### config.mk
export PLATFORM = sky130hd
export DESIGN_NAME = modbus_rtu_register_read_master_unit_flat
export DESIGN_NICKNAME = d
export VERILOG_FILES = /design/src/rtl/mbrm_pkg.sv /design/src/rtl/mbrm_ifs.sv /design/src/rtl/mbrm_front.sv /design/src/rtl/mbrm_queue.sv /design/src/rtl/mbrm_back.sv /design/src/rtl/modbus_rtu_register_read_master_unit.sv /design/src/flat_wrapper.sv
export SDC_FILE = /design/constraint.sdc
export NUM_CORES = 1
export LEC_CHECK = 0
export BUFFER_PORTS_ARGS = -buffer_cell sky130_fd_sc_hd__buf_4
export CORE_ASPECT_RATIO = 1.25
export CORE_MARGIN = 3
export CORE_UTILIZATION = 55
export CTS_BUF_LIST = sky130_fd_sc_hd__clkbuf_4
export DETAILED_ROUTE_END_ITERATION = 12
export GPL_TIMING_DRIVEN = 0
export PLACE_DENSITY = 0.78
export SETUP_SLACK_MARGIN = 0.02
export SLEW_MARGIN = 30
export SYNTH_ARGS = -nofsm -noshare
export SYNTH_HDL_FRONTEND = slang
export SYNTH_HIERARCHICAL = 1
export SYNTH_SLANG_ARGS = --single-unit
export TNS_END_PERCENT = 1
### constraint.sdc
create_clock -name clk -period 6.05 [get_ports clk]
set_clock_uncertainty 0.15 [all_clocks]
set_input_delay 0 -clock clk [delete_from_list [all_inputs] [get_ports clk]]
set_output_delay 0 -clock clk [all_outputs]
set_load 0.02 [all_outputs]
### src/rtl/mbrm_pkg.sv
package mbrm_pkg;

	// Input opcodes
	localparam logic [1:0] OP_START = 2'd0;
	localparam logic [1:0] OP_RX    = 2'd1;
	localparam logic [1:0] OP_TICK  = 2'd2;

	// Configuration register indexes
	localparam logic [2:0] CFG_SLAVE_ID     = 3'd0;
	localparam logic [2:0] CFG_TIMEOUT      = 3'd1;
	localparam logic [2:0] CFG_FRAME_GAP    = 3'd2;
	localparam logic [2:0] CFG_TEMP_REG     = 3'd3;
	localparam logic [2:0] CFG_HUMIDITY_REG = 3'd4;

	// Configuration reset values
	localparam logic [7:0]  SLAVE_ID_RST     = 8'd1;
	localparam logic [9:0]  TIMEOUT_RST      = 10'd500;
	localparam logic [5:0]  FRAME_GAP_RST    = 6'd5;
	localparam logic [15:0] TEMP_REG_RST     = 16'd1;
	localparam logic [15:0] HUMIDITY_REG_RST = 16'd2;

	// Frame constants
	localparam logic [7:0]  FUNC_READ_INPUT = 8'h04;
	localparam logic [7:0]  REPLY_BYTES     = 8'h02;
	localparam logic [7:0]  QTY_HI          = 8'h00;
	localparam logic [7:0]  QTY_LO          = 8'h01;
	localparam logic [2:0]  REPLY_LEN       = 3'd7;
	localparam logic [2:0]  CRC_SPAN        = 3'd5;
	localparam logic [2:0]  REQ_CRC_SPAN    = 3'd6;
	localparam logic [2:0]  REQ_LAST_IDX    = 3'd7;
	localparam logic [15:0] CRC_INIT        = 16'hFFFF;
	localparam logic [15:0] CRC_POLY        = 16'hA001;
	localparam logic [9:0]  ELAPSED_MAX     = 10'd1023;
	localparam logic [5:0]  QUIET_MAX       = 6'd63;

	// Range limits in tenths
	localparam logic signed [15:0] TEMP_MIN = -16'sd400;
	localparam logic signed [15:0] TEMP_MAX = 16'sd1250;
	localparam logic [15:0]        HUM_MAX  = 16'd1000;

	localparam int QUEUE_DEPTH = 4;

	typedef enum logic [2:0] {
		ST_OK     = 3'd0,
		ST_SHORT  = 3'd1,
		ST_LONG   = 3'd2,
		ST_HEADER = 3'd3,
		ST_CRC    = 3'd4,
		ST_RANGE  = 3'd5
	} status_t;

	// One unit of work handed from the front to the back.
	typedef struct packed {
		logic               is_report;
		logic [7:0]         slave;
		logic [15:0]        addr;
		status_t            status;
		logic signed [16:0] reading;
	} job_t;

	function automatic logic [15:0] crc_byte(input logic [15:0] crc, input logic [7:0] b);
		logic [15:0] c;
		c = crc ^ {8'h00, b};
		for (int i = 0; i < 8; i++) begin
			c = c[0] ? ((c >> 1) ^ CRC_POLY) : (c >> 1);
		end
		return c;
	endfunction

endpackage

### src/rtl/mbrm_ifs.sv
interface mbrm_item_if;
	logic        valid;
	logic        ready;
	logic [1:0]  opcode;
	logic [15:0] register_address;
	logic [7:0]  rx_byte;

	modport source(output valid, output opcode, output register_address, output rx_byte,
		input ready);
	modport sink(input valid, input opcode, input register_address, input rx_byte,
		output ready);
endinterface

interface mbrm_result_if;
	logic               valid;
	logic               ready;
	logic               result_kind;
	logic [7:0]         tx_byte;
	logic               drive_enable;
	logic               last;
	logic signed [16:0] reading_tenths;
	logic [2:0]         status;

	modport source(output valid, output result_kind, output tx_byte, output drive_enable,
		output last, output reading_tenths, output status, input ready);
	modport sink(input valid, input result_kind, input tx_byte, input drive_enable,
		input last, input reading_tenths, input status, output ready);
endinterface

interface mbrm_cfg_if;
	logic        valid;
	logic        ready;
	logic [2:0]  index;
	logic [15:0] data;

	modport source(output valid, output index, output data, input ready);
	modport sink(input valid, input index, input data, output ready);
endinterface

### src/rtl/mbrm_front.sv
module mbrm_front (
	input  logic              clk,
	input  logic              arst_n,
	mbrm_item_if.sink         items,
	mbrm_cfg_if.sink          cfg,
	input  logic              q_full,
	output logic              q_push,
	output mbrm_pkg::job_t    q_job
);

	logic [7:0]  slave_id_q;
	logic [9:0]  timeout_q;
	logic [5:0]  gap_q;
	logic [15:0] temp_reg_q;
	logic [15:0] hum_reg_q;

	logic        phase_q;
	logic [15:0] req_reg_q;
	logic [7:0]  bytes_q [mbrm_pkg::REPLY_LEN];
	logic [2:0]  count_q;
	logic        overflow_q;
	logic [15:0] crc_q;
	logic [9:0]  elapsed_q;
	logic [5:0]  quiet_q;

	logic        accept;
	logic        is_start;
	logic        is_rx;
	logic        is_tick;
	logic [9:0]  elapsed_n;
	logic [5:0]  quiet_n;
	logic        done;
	logic [15:0] raw;
	mbrm_pkg::status_t  rpt_status;
	logic signed [16:0] rpt_reading;

	assign items.ready = !q_full;
	assign cfg.ready   = 1'b1;
	assign accept      = items.valid && items.ready;
	assign is_start    = accept && (items.opcode == mbrm_pkg::OP_START);
	assign is_rx       = accept && phase_q && (items.opcode == mbrm_pkg::OP_RX);
	assign is_tick     = accept && phase_q && (items.opcode == mbrm_pkg::OP_TICK);

	assign elapsed_n = (elapsed_q == mbrm_pkg::ELAPSED_MAX) ? elapsed_q : elapsed_q + 10'd1;
	assign quiet_n   = (quiet_q == mbrm_pkg::QUIET_MAX) ? quiet_q : quiet_q + 6'd1;
	assign done      = ((count_q == mbrm_pkg::REPLY_LEN) && (quiet_n >= gap_q)) ||
		(elapsed_n >= timeout_q);

	assign raw = {bytes_q[3], bytes_q[4]};

	// Reply check in priority order: overflow, length, header, CRC, range.
	always_comb begin
		rpt_status  = mbrm_pkg::ST_OK;
		rpt_reading = '0;
		if (overflow_q) begin
			rpt_status = mbrm_pkg::ST_LONG;
		end else if (count_q != mbrm_pkg::REPLY_LEN) begin
			rpt_status = mbrm_pkg::ST_SHORT;
		end else if (bytes_q[0] != slave_id_q || bytes_q[1] != mbrm_pkg::FUNC_READ_INPUT ||
			bytes_q[2] != mbrm_pkg::REPLY_BYTES) begin
			rpt_status = mbrm_pkg::ST_HEADER;
		end else if (bytes_q[5] != crc_q[7:0] || bytes_q[6] != crc_q[15:8]) begin
			rpt_status = mbrm_pkg::ST_CRC;
		end else if (req_reg_q == temp_reg_q) begin
			if ($signed(raw) >= mbrm_pkg::TEMP_MIN && $signed(raw) <= mbrm_pkg::TEMP_MAX) begin
				rpt_reading = {raw[15], raw};
			end else begin
				rpt_status = mbrm_pkg::ST_RANGE;
			end
		end else if (req_reg_q == hum_reg_q && raw > mbrm_pkg::HUM_MAX) begin
			rpt_status = mbrm_pkg::ST_RANGE;
		end else begin
			rpt_reading = {1'b0, raw};
		end
	end

	assign q_push = is_start || (is_tick && done);

	always_comb begin
		q_job           = '0;
		q_job.is_report = !is_start;
		q_job.slave     = slave_id_q;
		q_job.addr      = items.register_address;
		q_job.status    = rpt_status;
		q_job.reading   = rpt_reading;
	end

	always_ff @(posedge clk or negedge arst_n) begin
		if (!arst_n) begin
			slave_id_q <= mbrm_pkg::SLAVE_ID_RST;
			timeout_q  <= mbrm_pkg::TIMEOUT_RST;
			gap_q      <= mbrm_pkg::FRAME_GAP_RST;
			temp_reg_q <= mbrm_pkg::TEMP_REG_RST;
			hum_reg_q  <= mbrm_pkg::HUMIDITY_REG_RST;
		end else if (cfg.valid) begin
			case (cfg.index)
				mbrm_pkg::CFG_SLAVE_ID:     slave_id_q <= cfg.data[7:0];
				mbrm_pkg::CFG_TIMEOUT:      timeout_q  <= cfg.data[9:0];
				mbrm_pkg::CFG_FRAME_GAP:    gap_q      <= cfg.data[5:0];
				mbrm_pkg::CFG_TEMP_REG:     temp_reg_q <= cfg.data;
				mbrm_pkg::CFG_HUMIDITY_REG: hum_reg_q  <= cfg.data;
				default: ;
			endcase
		end
	end

	always_ff @(posedge clk or negedge arst_n) begin
		if (!arst_n) begin
			phase_q    <= 1'b0;
			req_reg_q  <= '0;
			count_q    <= '0;
			overflow_q <= 1'b0;
			crc_q      <= mbrm_pkg::CRC_INIT;
			elapsed_q  <= '0;
			quiet_q    <= '0;
		end else if (is_start) begin
			phase_q    <= 1'b1;
			req_reg_q  <= items.register_address;
			count_q    <= '0;
			overflow_q <= 1'b0;
			crc_q      <= mbrm_pkg::CRC_INIT;
			elapsed_q  <= '0;
			quiet_q    <= '0;
		end else if (is_rx) begin
			quiet_q <= '0;
			if (count_q < mbrm_pkg::REPLY_LEN) begin
				if (count_q < mbrm_pkg::CRC_SPAN) begin
					crc_q <= mbrm_pkg::crc_byte(crc_q, items.rx_byte);
				end
				count_q <= count_q + 3'd1;
			end else begin
				overflow_q <= 1'b1;
			end
		end else if (is_tick) begin
			elapsed_q <= elapsed_n;
			quiet_q   <= quiet_n;
			if (done) begin
				phase_q <= 1'b0;
			end
		end
	end

	// Reply bytes need no reset; an entry is read only once the count has passed it.
	always_ff @(posedge clk) begin
		if (is_rx && count_q < mbrm_pkg::REPLY_LEN) begin
			bytes_q[count_q] <= items.rx_byte;
		end
	end

endmodule

### src/rtl/mbrm_queue.sv
module mbrm_queue #(
	parameter int DEPTH = mbrm_pkg::QUEUE_DEPTH
) (
	input  logic           clk,
	input  logic           arst_n,
	input  logic           push,
	input  mbrm_pkg::job_t push_job,
	input  logic           pop,
	output mbrm_pkg::job_t head,
	output logic           full,
	output logic           empty
);

	localparam int PW = (DEPTH > 1) ? $clog2(DEPTH) : 1;
	localparam int CW = $clog2(DEPTH + 1);

	mbrm_pkg::job_t entries_q [DEPTH];
	logic [PW-1:0]  wr_ptr_q;
	logic [PW-1:0]  rd_ptr_q;
	logic [CW-1:0]  count_q;

	assign full  = (count_q == CW'(DEPTH));
	assign empty = (count_q == '0);
	assign head  = entries_q[rd_ptr_q];

	function automatic logic [PW-1:0] next_ptr(input logic [PW-1:0] p);
		return (p == PW'(DEPTH - 1)) ? '0 : p + PW'(1);
	endfunction

	always_ff @(posedge clk or negedge arst_n) begin
		if (!arst_n) begin
			wr_ptr_q <= '0;
			rd_ptr_q <= '0;
			count_q  <= '0;
		end else begin
			if (push) begin
				wr_ptr_q <= next_ptr(wr_ptr_q);
			end
			if (pop) begin
				rd_ptr_q <= next_ptr(rd_ptr_q);
			end
			if (push && !pop) begin
				count_q <= count_q + CW'(1);
			end else if (pop && !push) begin
				count_q <= count_q - CW'(1);
			end
		end
	end

	always_ff @(posedge clk) begin
		if (push) begin
			entries_q[wr_ptr_q] <= push_job;
		end
	end

endmodule

### src/rtl/mbrm_back.sv
module mbrm_back (
	input  logic           clk,
	input  logic           arst_n,
	input  mbrm_pkg::job_t q_head,
	input  logic           q_empty,
	output logic           q_pop,
	mbrm_result_if.source  results
);

	logic               out_valid_q;
	logic               kind_q;
	logic [7:0]         tx_q;
	logic               de_q;
	logic               last_q;
	logic signed [16:0] reading_q;
	logic [2:0]         status_q;

	logic               active_q;
	logic [2:0]         idx_q;
	logic [7:0]         slave_q;
	logic [15:0]        addr_q;
	logic [15:0]        crc_q;

	logic               load;
	logic [7:0]         req_byte;

	assign results.valid          = out_valid_q;
	assign results.result_kind    = kind_q;
	assign results.tx_byte        = tx_q;
	assign results.drive_enable   = de_q;
	assign results.last           = last_q;
	assign results.reading_tenths = reading_q;
	assign results.status         = status_q;

	// The output register may be refilled when empty or being taken this cycle.
	assign load  = !out_valid_q || results.ready;
	assign q_pop = load && !active_q && !q_empty;

	always_comb begin
		case (idx_q)
			3'd0:    req_byte = slave_q;
			3'd1:    req_byte = mbrm_pkg::FUNC_READ_INPUT;
			3'd2:    req_byte = addr_q[15:8];
			3'd3:    req_byte = addr_q[7:0];
			3'd4:    req_byte = mbrm_pkg::QTY_HI;
			3'd5:    req_byte = mbrm_pkg::QTY_LO;
			3'd6:    req_byte = crc_q[7:0];
			default: req_byte = crc_q[15:8];
		endcase
	end

	always_ff @(posedge clk or negedge arst_n) begin
		if (!arst_n) begin
			out_valid_q <= 1'b0;
			active_q    <= 1'b0;
			idx_q       <= '0;
		end else if (load) begin
			if (active_q) begin
				out_valid_q <= 1'b1;
				idx_q       <= idx_q + 3'd1;
				if (idx_q == mbrm_pkg::REQ_LAST_IDX) begin
					active_q <= 1'b0;
				end
			end else if (!q_empty) begin
				out_valid_q <= q_head.is_report;
				if (!q_head.is_report) begin
					active_q <= 1'b1;
					idx_q    <= '0;
				end
			end else begin
				out_valid_q <= 1'b0;
			end
		end
	end

	always_ff @(posedge clk) begin
		if (load) begin
			if (active_q) begin
				kind_q    <= 1'b0;
				tx_q      <= req_byte;
				de_q      <= 1'b1;
				last_q    <= (idx_q == mbrm_pkg::REQ_LAST_IDX);
				reading_q <= '0;
				status_q  <= 3'(mbrm_pkg::ST_OK);
				if (idx_q < mbrm_pkg::REQ_CRC_SPAN) begin
					crc_q <= mbrm_pkg::crc_byte(crc_q, req_byte);
				end
			end else if (!q_empty) begin
				if (q_head.is_report) begin
					kind_q    <= 1'b1;
					tx_q      <= '0;
					de_q      <= 1'b0;
					last_q    <= 1'b0;
					reading_q <= q_head.reading;
					status_q  <= 3'(q_head.status);
				end else begin
					slave_q <= q_head.slave;
					addr_q  <= q_head.addr;
					crc_q   <= mbrm_pkg::CRC_INIT;
				end
			end
		end
	end

endmodule

### src/rtl/modbus_rtu_register_read_master_unit.sv
// Channel   Role    Payload
// items     sink    opcode, register_address, rx_byte
// results   source  result_kind, tx_byte, drive_enable, last, reading_tenths, status
// cfg       sink    index, data (always ready)
//
// The front takes one item per cycle while the job queue has room; bytes and ticks
// update the receive state in that cycle.
// A start becomes eight request bytes and a report one result; the back end first
// loads the job, then one byte per cycle while results is ready; CRC is byte-wide.
// A stall on results fills the job queue, and then items stalls.
// Reset clears all control state at once; there is no clearing pass.
module modbus_rtu_register_read_master_unit #(
	parameter int QUEUE_DEPTH = mbrm_pkg::QUEUE_DEPTH
) (
	input  logic          clk,
	input  logic          arst_n,
	mbrm_item_if.sink     items,
	mbrm_result_if.source results,
	mbrm_cfg_if.sink      cfg
);

	logic           q_push;
	logic           q_pop;
	logic           q_full;
	logic           q_empty;
	mbrm_pkg::job_t push_job;
	mbrm_pkg::job_t head_job;

	mbrm_front u_front (
		.clk    (clk),
		.arst_n (arst_n),
		.items  (items),
		.cfg    (cfg),
		.q_full (q_full),
		.q_push (q_push),
		.q_job  (push_job)
	);

	mbrm_queue #(
		.DEPTH (QUEUE_DEPTH)
	) u_queue (
		.clk      (clk),
		.arst_n   (arst_n),
		.push     (q_push),
		.push_job (push_job),
		.pop      (q_pop),
		.head     (head_job),
		.full     (q_full),
		.empty    (q_empty)
	);

	mbrm_back u_back (
		.clk     (clk),
		.arst_n  (arst_n),
		.q_head  (head_job),
		.q_empty (q_empty),
		.q_pop   (q_pop),
		.results (results)
	);

`ifndef ASSERT_OFF
	a_no_push_full: assert property (@(posedge clk) disable iff (!arst_n)
		!(q_push && q_full))
		else $error("job pushed into a full queue");

	a_no_pop_empty: assert property (@(posedge clk) disable iff (!arst_n)
		!(q_pop && q_empty))
		else $error("job popped from an empty queue");

	a_report_fields: assert property (@(posedge clk) disable iff (!arst_n)
		(results.valid && results.result_kind) |->
		(results.tx_byte == 8'd0 && !results.drive_enable && !results.last))
		else $error("report carries request byte fields");

	a_reading_only_ok: assert property (@(posedge clk) disable iff (!arst_n)
		(results.valid && results.reading_tenths != 17'sd0) |->
		(results.result_kind && results.status == 3'(mbrm_pkg::ST_OK)))
		else $error("reading given with a failed status or on a request byte");
`endif

endmodule
### src/flat_wrapper.sv
// flat-port wrapper written by rule: the top's interface ports become plain ports
module modbus_rtu_register_read_master_unit_flat 
#(
	parameter int QUEUE_DEPTH = mbrm_pkg::QUEUE_DEPTH
)
  (clk, arst_n, items_valid, items_opcode, items_register_address, items_rx_byte, items_ready, results_valid, results_result_kind, results_tx_byte, results_drive_enable, results_last, results_reading_tenths, results_status, results_ready, cfg_valid, cfg_index, cfg_data, cfg_ready);
  mbrm_item_if items_i ();
  mbrm_result_if results_i ();
  mbrm_cfg_if cfg_i ();
  input  logic clk;
  input  logic arst_n;
  input wire logic [$bits(items_i.valid)-1:0] items_valid;
  input wire logic [$bits(items_i.opcode)-1:0] items_opcode;
  input wire logic [$bits(items_i.register_address)-1:0] items_register_address;
  input wire logic [$bits(items_i.rx_byte)-1:0] items_rx_byte;
  output wire logic [$bits(items_i.ready)-1:0] items_ready;
  output wire logic [$bits(results_i.valid)-1:0] results_valid;
  output wire logic [$bits(results_i.result_kind)-1:0] results_result_kind;
  output wire logic [$bits(results_i.tx_byte)-1:0] results_tx_byte;
  output wire logic [$bits(results_i.drive_enable)-1:0] results_drive_enable;
  output wire logic [$bits(results_i.last)-1:0] results_last;
  output wire logic [$bits(results_i.reading_tenths)-1:0] results_reading_tenths;
  output wire logic [$bits(results_i.status)-1:0] results_status;
  input wire logic [$bits(results_i.ready)-1:0] results_ready;
  input wire logic [$bits(cfg_i.valid)-1:0] cfg_valid;
  input wire logic [$bits(cfg_i.index)-1:0] cfg_index;
  input wire logic [$bits(cfg_i.data)-1:0] cfg_data;
  output wire logic [$bits(cfg_i.ready)-1:0] cfg_ready;
  assign items_i.valid = items_valid;
  assign items_i.opcode = items_opcode;
  assign items_i.register_address = items_register_address;
  assign items_i.rx_byte = items_rx_byte;
  assign items_ready = items_i.ready;
  assign results_valid = results_i.valid;
  assign results_result_kind = results_i.result_kind;
  assign results_tx_byte = results_i.tx_byte;
  assign results_drive_enable = results_i.drive_enable;
  assign results_last = results_i.last;
  assign results_reading_tenths = results_i.reading_tenths;
  assign results_status = results_i.status;
  assign results_i.ready = results_ready;
  assign cfg_i.valid = cfg_valid;
  assign cfg_i.index = cfg_index;
  assign cfg_i.data = cfg_data;
  assign cfg_ready = cfg_i.ready;
  modbus_rtu_register_read_master_unit #(.QUEUE_DEPTH(QUEUE_DEPTH)) u_core (.clk(clk), .arst_n(arst_n), .items(items_i), .results(results_i), .cfg(cfg_i));
endmodule
# Yosys cells after proc, flatten, opt, wreduce, memory -nomap -nowiden
# Memories as Yosys holds them, arrays and structs flattened.
# Index checks and enable logic that the tools add are counted.
[totals] reg_bits=192 latch_bits=0 ramBits=236 romBits=0 in_bits=50 output_inout_bits=34 mem_count=2
[op_classes] n_addsub=8 multipliers=0 div=0 n_lt_le_gt_ge=8 eq_ne=32 shift=0 muxes=86 n_bitwise=21 n_reduce_logical=53
[mem_list] memory="u_core.u_queue.entries_q" depth=4 word_bits=45 read_ports=1 rd_ports_with_merged_regs=0 write_ports=1 line="mbrm_queue.sv:17" rtl="mbrm_pkg::job_t entries_q [DEPTH];"
[mem_list] memory="u_core.u_front.bytes_q" depth=7 word_bits=8 read_ports=7 rd_ports_with_merged_regs=0 write_ports=1 line="mbrm_front.sv:19" rtl="logic [7:0] bytes_q [mbrm_pkg::REPLY_LEN];"
[op_table] cell="16-bit 2-to-1 mux" n=25
[op_table] cell="17-bit 2-to-1 mux" n=8
[op_table] cell="8-bit case mux with 7 select lines" n=1
[op_table] cell="3-bit 2-to-1 mux" n=17
[op_table] cell="2-bit inverter with 3-bit output" n=16
[op_table] cell="10-bit 2-to-1 mux" n=4
[op_table] cell="16-bit equality test" n=2
[op_table] cell="16-bit by 8-bit bitwise XOR with 16-bit output" n=2
[op_table] cell="6-bit 2-to-1 mux" n=4
[op_table] cell="8-bit 2-to-1 mux" n=3
[op_table] cell="8-bit != test" n=3
[op_table] cell="1-bit 2-to-1 mux" n=22
[op_table] cell="3-bit equality test (second input constant)" n=7
[op_table] cell="16-bit by 10-bit >= comparator with 1-bit output (second input constant)" n=1
[op_table] cell="16-bit by 10-bit greater-than comparator with 1-bit output (second input constant)" n=1
[op_table] cell="16-bit by 12-bit less-or-equal comparator with 1-bit output (second input constant)" n=1
[op_table] cell="2-bit AND reduction" n=8
[op_table] cell="1-bit logical AND" n=14
[op_table] cell="2-bit nonzero test" n=7
[op_table] cell="3-bit by 2-bit equality test with 1-bit output (second input constant)" n=4
[op_table] cell="3-bit AND reduction" n=4
[op_table] cell="10-bit by 1-bit adder with 10-bit output (second input constant)" n=1
[op_table] cell="10-bit equality test (second input constant)" n=1
[op_table] cell="10-bit >= comparator" n=1
[op_table] cell="23 further kinds" n=51

# Logic depth before layout (Yosys ltp)
[logic_depth] word_depth=21 ltp_mapped=18

# By module
# The synthesis kept the hierarchy.
[modules_own_cells] mod="mbrm_front" instances=1 cells_each=691 area_each_um2=7911.3 seq_area_each_um2=4443.0
[modules_own_cells] mod="mbrm_queue" instances=1 cells_each=271 area_each_um2=6929.1 seq_area_each_um2=5580.4
[modules_own_cells] mod="mbrm_back" instances=1 cells_each=221 area_each_um2=3313.2 seq_area_each_um2=2257.2

# Worst setup path after synthesis
# Ideal clock, no wire load.
[synth_path] kind="register to register" startpoint="register u_core.u_front.elapsed_q[3]" endpoint="memory u_core/u_queue/entries_q[0][0] (netlist name) (enable)" arrival_time_ns=3.692 required_ns=5.493 slack_ns=1.801 path_stages_with_launch=14 path_buffers=0 path_cell_list="dfrtp_1 -> and4_1 -> nand4_1 -> nand4_1 -> nor3_1 -> xor2_1 -> ha_1 -> a21oi_1 -> nor2b_1 -> o21ai_0 -> nand2_1 -> nor3_1 -> o21ai_0 -> and2_1"
[synth_between] elab_chain_cells=8 word_cells_on_any_way=9 classes_between="1 x add/sub; 1 x order compare; 1 x eq/ne; 3 x mux; 3 x reduce/logical"
[synth_rtl] item="start, declared" line="mbrm_front.sv:23" rtl="logic [9:0] elapsed_q;"
[synth_rtl] item="start signal, assigned" line="mbrm_front.sv:135" rtl="elapsed_q <= elapsed_n;"
[synth_rtl] item="10-bit by 1-bit adder with 10-bit output / 10-bit equality test (equally long branches)" line="mbrm_front.sv:44" rtl="assign elapsed_n = (elapsed_q == mbrm_pkg::ELAPSED_MAX) ? elapsed_q : elapsed_q + 10'd1;"
[synth_rtl] item="10-bit 2-to-1 mux (*)" line="mbrm_front.sv:44"
[synth_rtl] item="10-bit >= comparator (*)" line="mbrm_front.sv:47" rtl="(elapsed_n >= timeout_q);"
[synth_rtl] item="1-bit logical OR (*)" line="mbrm_front.sv:46" rtl="assign done = ((count_q == mbrm_pkg::REPLY_LEN) && (quiet_n >= gap_q)) ||"
[synth_rtl] item="1-bit logical AND (*)" line="mbrm_front.sv:77" rtl="assign q_push = is_start || (is_tick && done);"
[synth_rtl] item="1-bit logical OR (*)" line="mbrm_front.sv:77"
[synth_rtl] item="via u_core.q_push" line="modbus_rtu_register_read_master_unit.sv:22" rtl="logic q_push;"
[synth_rtl] item="1-bit 2-to-1 mux (*)" line="mbrm_queue.sv:51" rtl="if (push) begin"
[synth_rtl] item="1-bit 2-to-1 mux (not written as such) (*)" line="mbrm_queue.sv:52" rtl="entries_q[wr_ptr_q] <= push_job;"
[synth_rtl] item="end, declared" line="mbrm_queue.sv:17"
# The timed path passes the listed nets; every way through them passes the cells marked *.

# Worst setup path after layout
[layout_path] startpoint="register u_core.u_front.elapsed_q[3]" endpoint="register u_core.u_queue.count_q[1]"
[layout_between] elab_chain_cells=9 word_cells_on_any_way=12 classes_between="1 x add/sub; 1 x order compare; 1 x eq/ne; 2 x mux; 7 x reduce/logical"
[layout_rtl] item="10-bit by 1-bit adder with 10-bit output / 10-bit equality test (equally long branches)" line="mbrm_front.sv:44"
[layout_rtl] item="10-bit 2-to-1 mux (*)" line="mbrm_front.sv:44"
[layout_rtl] item="10-bit >= comparator (*)" line="mbrm_front.sv:47"
[layout_rtl] item="1-bit logical OR (*)" line="mbrm_front.sv:46"
[layout_rtl] item="1-bit logical AND (*)" line="mbrm_front.sv:77"
[layout_rtl] item="1-bit logical OR (*)" line="mbrm_front.sv:77"
[layout_rtl] item="via u_core.q_push" line="modbus_rtu_register_read_master_unit.sv:22"
[layout_rtl] item="1-bit zero test" line="mbrm_queue.sv:44" rtl="end else if (pop && !push) begin"
[layout_rtl] item="1-bit logical AND" line="mbrm_queue.sv:44"
[layout_rtl] item="2-bit nonzero test (no line)"
[layout_rtl] item="end signal, assigned" line="mbrm_queue.sv:43" rtl="count_q <= count_q + CW'(1);"
[layout_rtl] item="end signal, assigned" line="mbrm_queue.sv:45" rtl="count_q <= count_q - CW'(1);"
[layout_rtl] item="end, declared" line="mbrm_queue.sv:20" rtl="logic [CW-1:0] count_q;"
# Marked as above.
# A chain may end at the register's enable or synchronous reset.

==> results.txt <==
The run finished with clean final reports. Dividing the detail-routed wire length by the instance count gives 19.6 um. Post-CTS timing repair inserted 0 buffers for setup.

In this run, distinct cell masters in the synthesized netlist total 68. The starting utilization of the core area is 0.565. In the final layout, the multi-input gates occupy 5480 um2. Number of I/O pins: 84. Once layout is done, the placed cells without fillers occupy 21,900 um2. Via density per instance: 5.51.

Once detail routing completed, the nets flagged for antenna violations numbered 0. The post-detailed-routing wire length was 38,700 um. At the placement stage, the worst setup path has a slack of 1.37 ns. The worst slew margin relative to its limit is 0.350, and the total congestion overflow is 0.

The tree is rooted in a sky130_fd_sc_hd__clkbuf_4. The register area is 12,300 um2. The library cells used most frequently in the layout, excluding fill and tap cells, are sky130_fd_sc_hd__edfxtp_1 (307), sky130_fd_sc_hd__clkbuf_4 (146), sky130_fd_sc_hd__nand2_1 (127), sky130_fd_sc_hd__dlygate4sd3_1 (115), sky130_fd_sc_hd__buf_4 (99). The count of input and output buffers came out at 82. For the number of rows in the core area, the log shows 73. The run gives 3 as the number of antenna violations at the first check in global routing. The library cell used most frequently in the layout, excluding fill and tap cells, is sky130_fd_sc_hd__edfxtp_1.

The worst-path maximum fanout was 9. The tools report the final count of pins violating max slew as 0. The average footprint of a synthesized cell works out to 15.3 um2. The number of nets in the synthesized netlist is 1,266. In the synthesized netlist, the number of instances is 1,183. Detailed routing inserted a total of 10,900 vias. The logs give 81 for the largest net degree at the start of global routing and 0.225 for the total global-route track usage. During synthesis, Yosys emitted a total of 6 warnings. The fmax came out at 0.213 GHz. After layout, the worst setup slack is 1.36 ns. The logs give 0.869 for the placer congestion estimate and 0 for the max capacitance violation total. The run gives 0.676 as the register area share after synthesis.

In this run the worst hold path is classified as input pin to flop. Setup violations remaining at the end of the flow were counted as 0. For the worst setup path, the data required time is 6.51 ns. The violation count after the first detailed-route iteration is 764, and the height of the die is 209 um. The async set-or-reset flop fraction in the synthesized netlist was 0.283; the buffer levels on the longest clock path was 3. The run gives 0 as the DRC violation count after routing. In this run the cell area of the synthesized design comes to 18,200 um2.

The run gives 6 as the number of search-and-repair iterations in the first detailed-routing pass. Setup repair after global routing left no endpoint under its margin. Buffers inserted during clock tree synthesis total 98. Type of the worst setup path: flop to flop. The data arrival at the endpoint of the critical path came out at 5.14 ns.

The final layout contains 1,574 nets. For the pin with the worst max-slew slack, the measured transition is 0.972 ns. The overall die width works out to 168 um. TritonCTS built the clock tree.

The run gives 11,500 as the number of global-route vias before repair. The worst path in the final design needs a cycle of 4.69 ns, including I/O delays and setup. Once placement finished, the instance area stood at 19,500 um2. The power density relative to cell area works out to 448 nW/um2. In the synthesized netlist the dominant register cell turns out to be sky130_fd_sc_hd__edfxtp_1. The first-pass GRT wire length was 62,000 um.

The H-tree generated during clock tree synthesis spans 3 levels. The floorplan step defined a die boundary enclosing 35,200 um2. The final number of hold-violating endpoints is 0.

The share of post-route cells with drive strength above 1 was 0.270. The placed wire-length estimate is 24,500 um. The synthesis-to-layout area growth works out to 20.9%. The logs give 0 ns for the total negative setup slack and 2,162 for the fill cell total of the finished layout. IR analysis of the VDD net gives a maximum drop of 0.865 mV.

Number of enable flip-flop cells after synthesis: 307. The endpoint type of the worst setup path is a flop. The core region is 32,200 um2.

At the later pin of the worst-skew pair, clock insertion delay measures 0.76 ns. Summed over all cells, the static leakage comes to 8.38 nW. In this run, post-CTS repair resized a total of 0 instances.

Counting flops and latches in the post-synthesis netlist gives 428. The tree built by TritonCTS fans out to 428 sinks. STA classifies the critical path startpoint as a flop. The final critical-path share of the clock period is 0.774. Clock transition at the registers of the reported paths: 0.07 ns.
## metrics by stage
stage	total power [mW]	util	hold slack [ns]	instances
finish	9.82	0.683	0.0836	1973
global route	10.4	0.683	0.0743	1973
CTS	9.88	0.682	0.0126	1971
detailed placement	7.53	0.607	-0.233	1687
global placement	7.37	0.600	0.0589	1677
floorplan	6.62	-	-0.446	1183
## area by class of cell
cell class,instances,area share
antenna,2,0.000228
buffer,57,0.0156
clock buffer,146,0.0499
clock inverter,22,0.00644
inverter,34,0.00581
multi-input combinational,664,0.250
sequential,428,0.559
tap,412,0.0235
timing repair buffer,208,0.0894
## final timing paths
| path | cells after the start | from | slack [ns] | endpoint |
|---|---|---|---|---|
| hold reg to reg | 0 | u_core/u_back/active_q | 0.30 | u_core/u_back/results.drive_enable |
| hold / removal | 4 | cfg_index[2] | 0.08 | u_core/u_front/gap_q[0] |
| setup / recovery | 16 | u_core/u_front/elapsed_q[3] | 1.36 | u_core/u_queue/count_q[1] |
| max in group asynchronous | 5 | arst_n | 4.89 | u_core/u_front/timeout_q[7] |
| min in group asynchronous | 4 | arst_n | 0.16 | u_core/u_front/elapsed_q[9] |
| setup reg to reg | 16 | u_core/u_front/elapsed_q[3] | 1.36 | u_core/u_queue/count_q[1] |
## cells in the mapped netlist (all sizes together) (3+ instances only)
cell type  number  share of area
ha             32          0.022
nor3           19         0.0055
inv            34         0.0070
a31oi           3         0.0010
a22o           11         0.0053
nand3          11         0.0030
o21ai          48          0.013
nand4          16         0.0055
a21oi          21         0.0058
and3           21         0.0072
dfrtp          94           0.13
nor3b           7         0.0032
xnor2          68          0.033
dfstp          27          0.039
nand2b          7         0.0024
mux2           60          0.038
a222oi          6         0.0033
clkbuf         26         0.0054
nand2         127          0.026
nor2           29         0.0060
xnor3           3         0.0037
xor2           39          0.020
nor4bb          3         0.0017
edfxtp        307           0.51
mux4           45          0.056
and2            9         0.0031
nor2b          27         0.0093
a22oi           5         0.0021
nor4            9         0.0031
mux2i           4         0.0024
buf            31          0.014
nor4b           3         0.0018
## cells by family (layout without fill, tap and decap cells)
logic type | Yosys count | after routing | share of synthesized area
flops | 428 | 428 | 0.676
buf+inv | 91 | 467 | 0.0259
compound gates | 113 | 113 | 0.0395
mux | 109 | 109 | 0.0959
other cells | 1 | 3 | 0.000207
xor+xnor | 110 | 110 | 0.0566
fa+ha+maj | 33 | 33 | 0.0232
simple gates | 298 | 298 | 0.0823
## routing by layer
metal	global-route usage	part of all wire	wire [um]	up-vias
li1	-	-	-	5048
met1	0.279	0.39	15300	5434
met2	0.392	0.53	20300	306
met3	0.0407	0.046	1770	75
met4	0.0954	0.033	1290	2
met5	0	0.00028	11	-
## power breakdown
| part | switching (mW) | internal, mW | total [mW] |
|---|---|---|---|
| logic | 1.73 | 1.65 | 3.38 |
| registers | 0.337 | 3.87 | 4.21 |
| clock network | 1.06 | 1.18 | 2.24 |
## sequential cells by signal (all words and copies together) (netlist names), 3 cells and up
register,count
u_core/u_queue/entries_q,180
u_core/u_front/bytes_q,56
u_core/u_back/results.reading_tenths,17
u_core/u_back/addr_q,16
u_core/u_back/crc_q,16
u_core/u_front/crc_q,16
u_core/u_front/hum_reg_q,16
u_core/u_front/req_reg_q,16
u_core/u_front/temp_reg_q,16
u_core/u_front/elapsed_q,10
u_core/u_front/timeout_q,10
u_core/u_back/results.tx_byte,8
u_core/u_back/slave_q,8
u_core/u_front/slave_id_q,8
u_core/u_front/gap_q,6
u_core/u_front/quiet_q,6
u_core/u_back/idx_q,3
u_core/u_back/results.status,3
u_core/u_front/count_q,3
u_core/u_queue/count_q,3
## repair_timing
item | 4_1_cts | 5_1_grt
hold endpoints to repair | 391 | 0
hold buffers | 116 | 0
setup endpoints to repair | 0 | 0
## worst max-delay path: stages, from the launching register on
cell and delay (ns):
sky130_fd_sc_hd__dfrtp_1 0.44, sky130_fd_sc_hd__and4_1 0.28, sky130_fd_sc_hd__nand4_1 0.25, sky130_fd_sc_hd__nand4_1 0.27
sky130_fd_sc_hd__nor3_1 0.39, sky130_fd_sc_hd__xor2_1 0.22, sky130_fd_sc_hd__ha_1 0.27, sky130_fd_sc_hd__a21oi_1 0.16
sky130_fd_sc_hd__nor2b_1 0.05, sky130_fd_sc_hd__o21ai_0 0.13, sky130_fd_sc_hd__nand2_1 0.07, sky130_fd_sc_hd__nor3_1 0.38
sky130_fd_sc_hd__o21ai_1 0.33, sky130_fd_sc_hd__ha_1 0.39, sky130_fd_sc_hd__inv_1 0.07, sky130_fd_sc_hd__fa_1 0.40
sky130_fd_sc_hd__mux2_2 0.27
(Power assumes the default switching activity.)
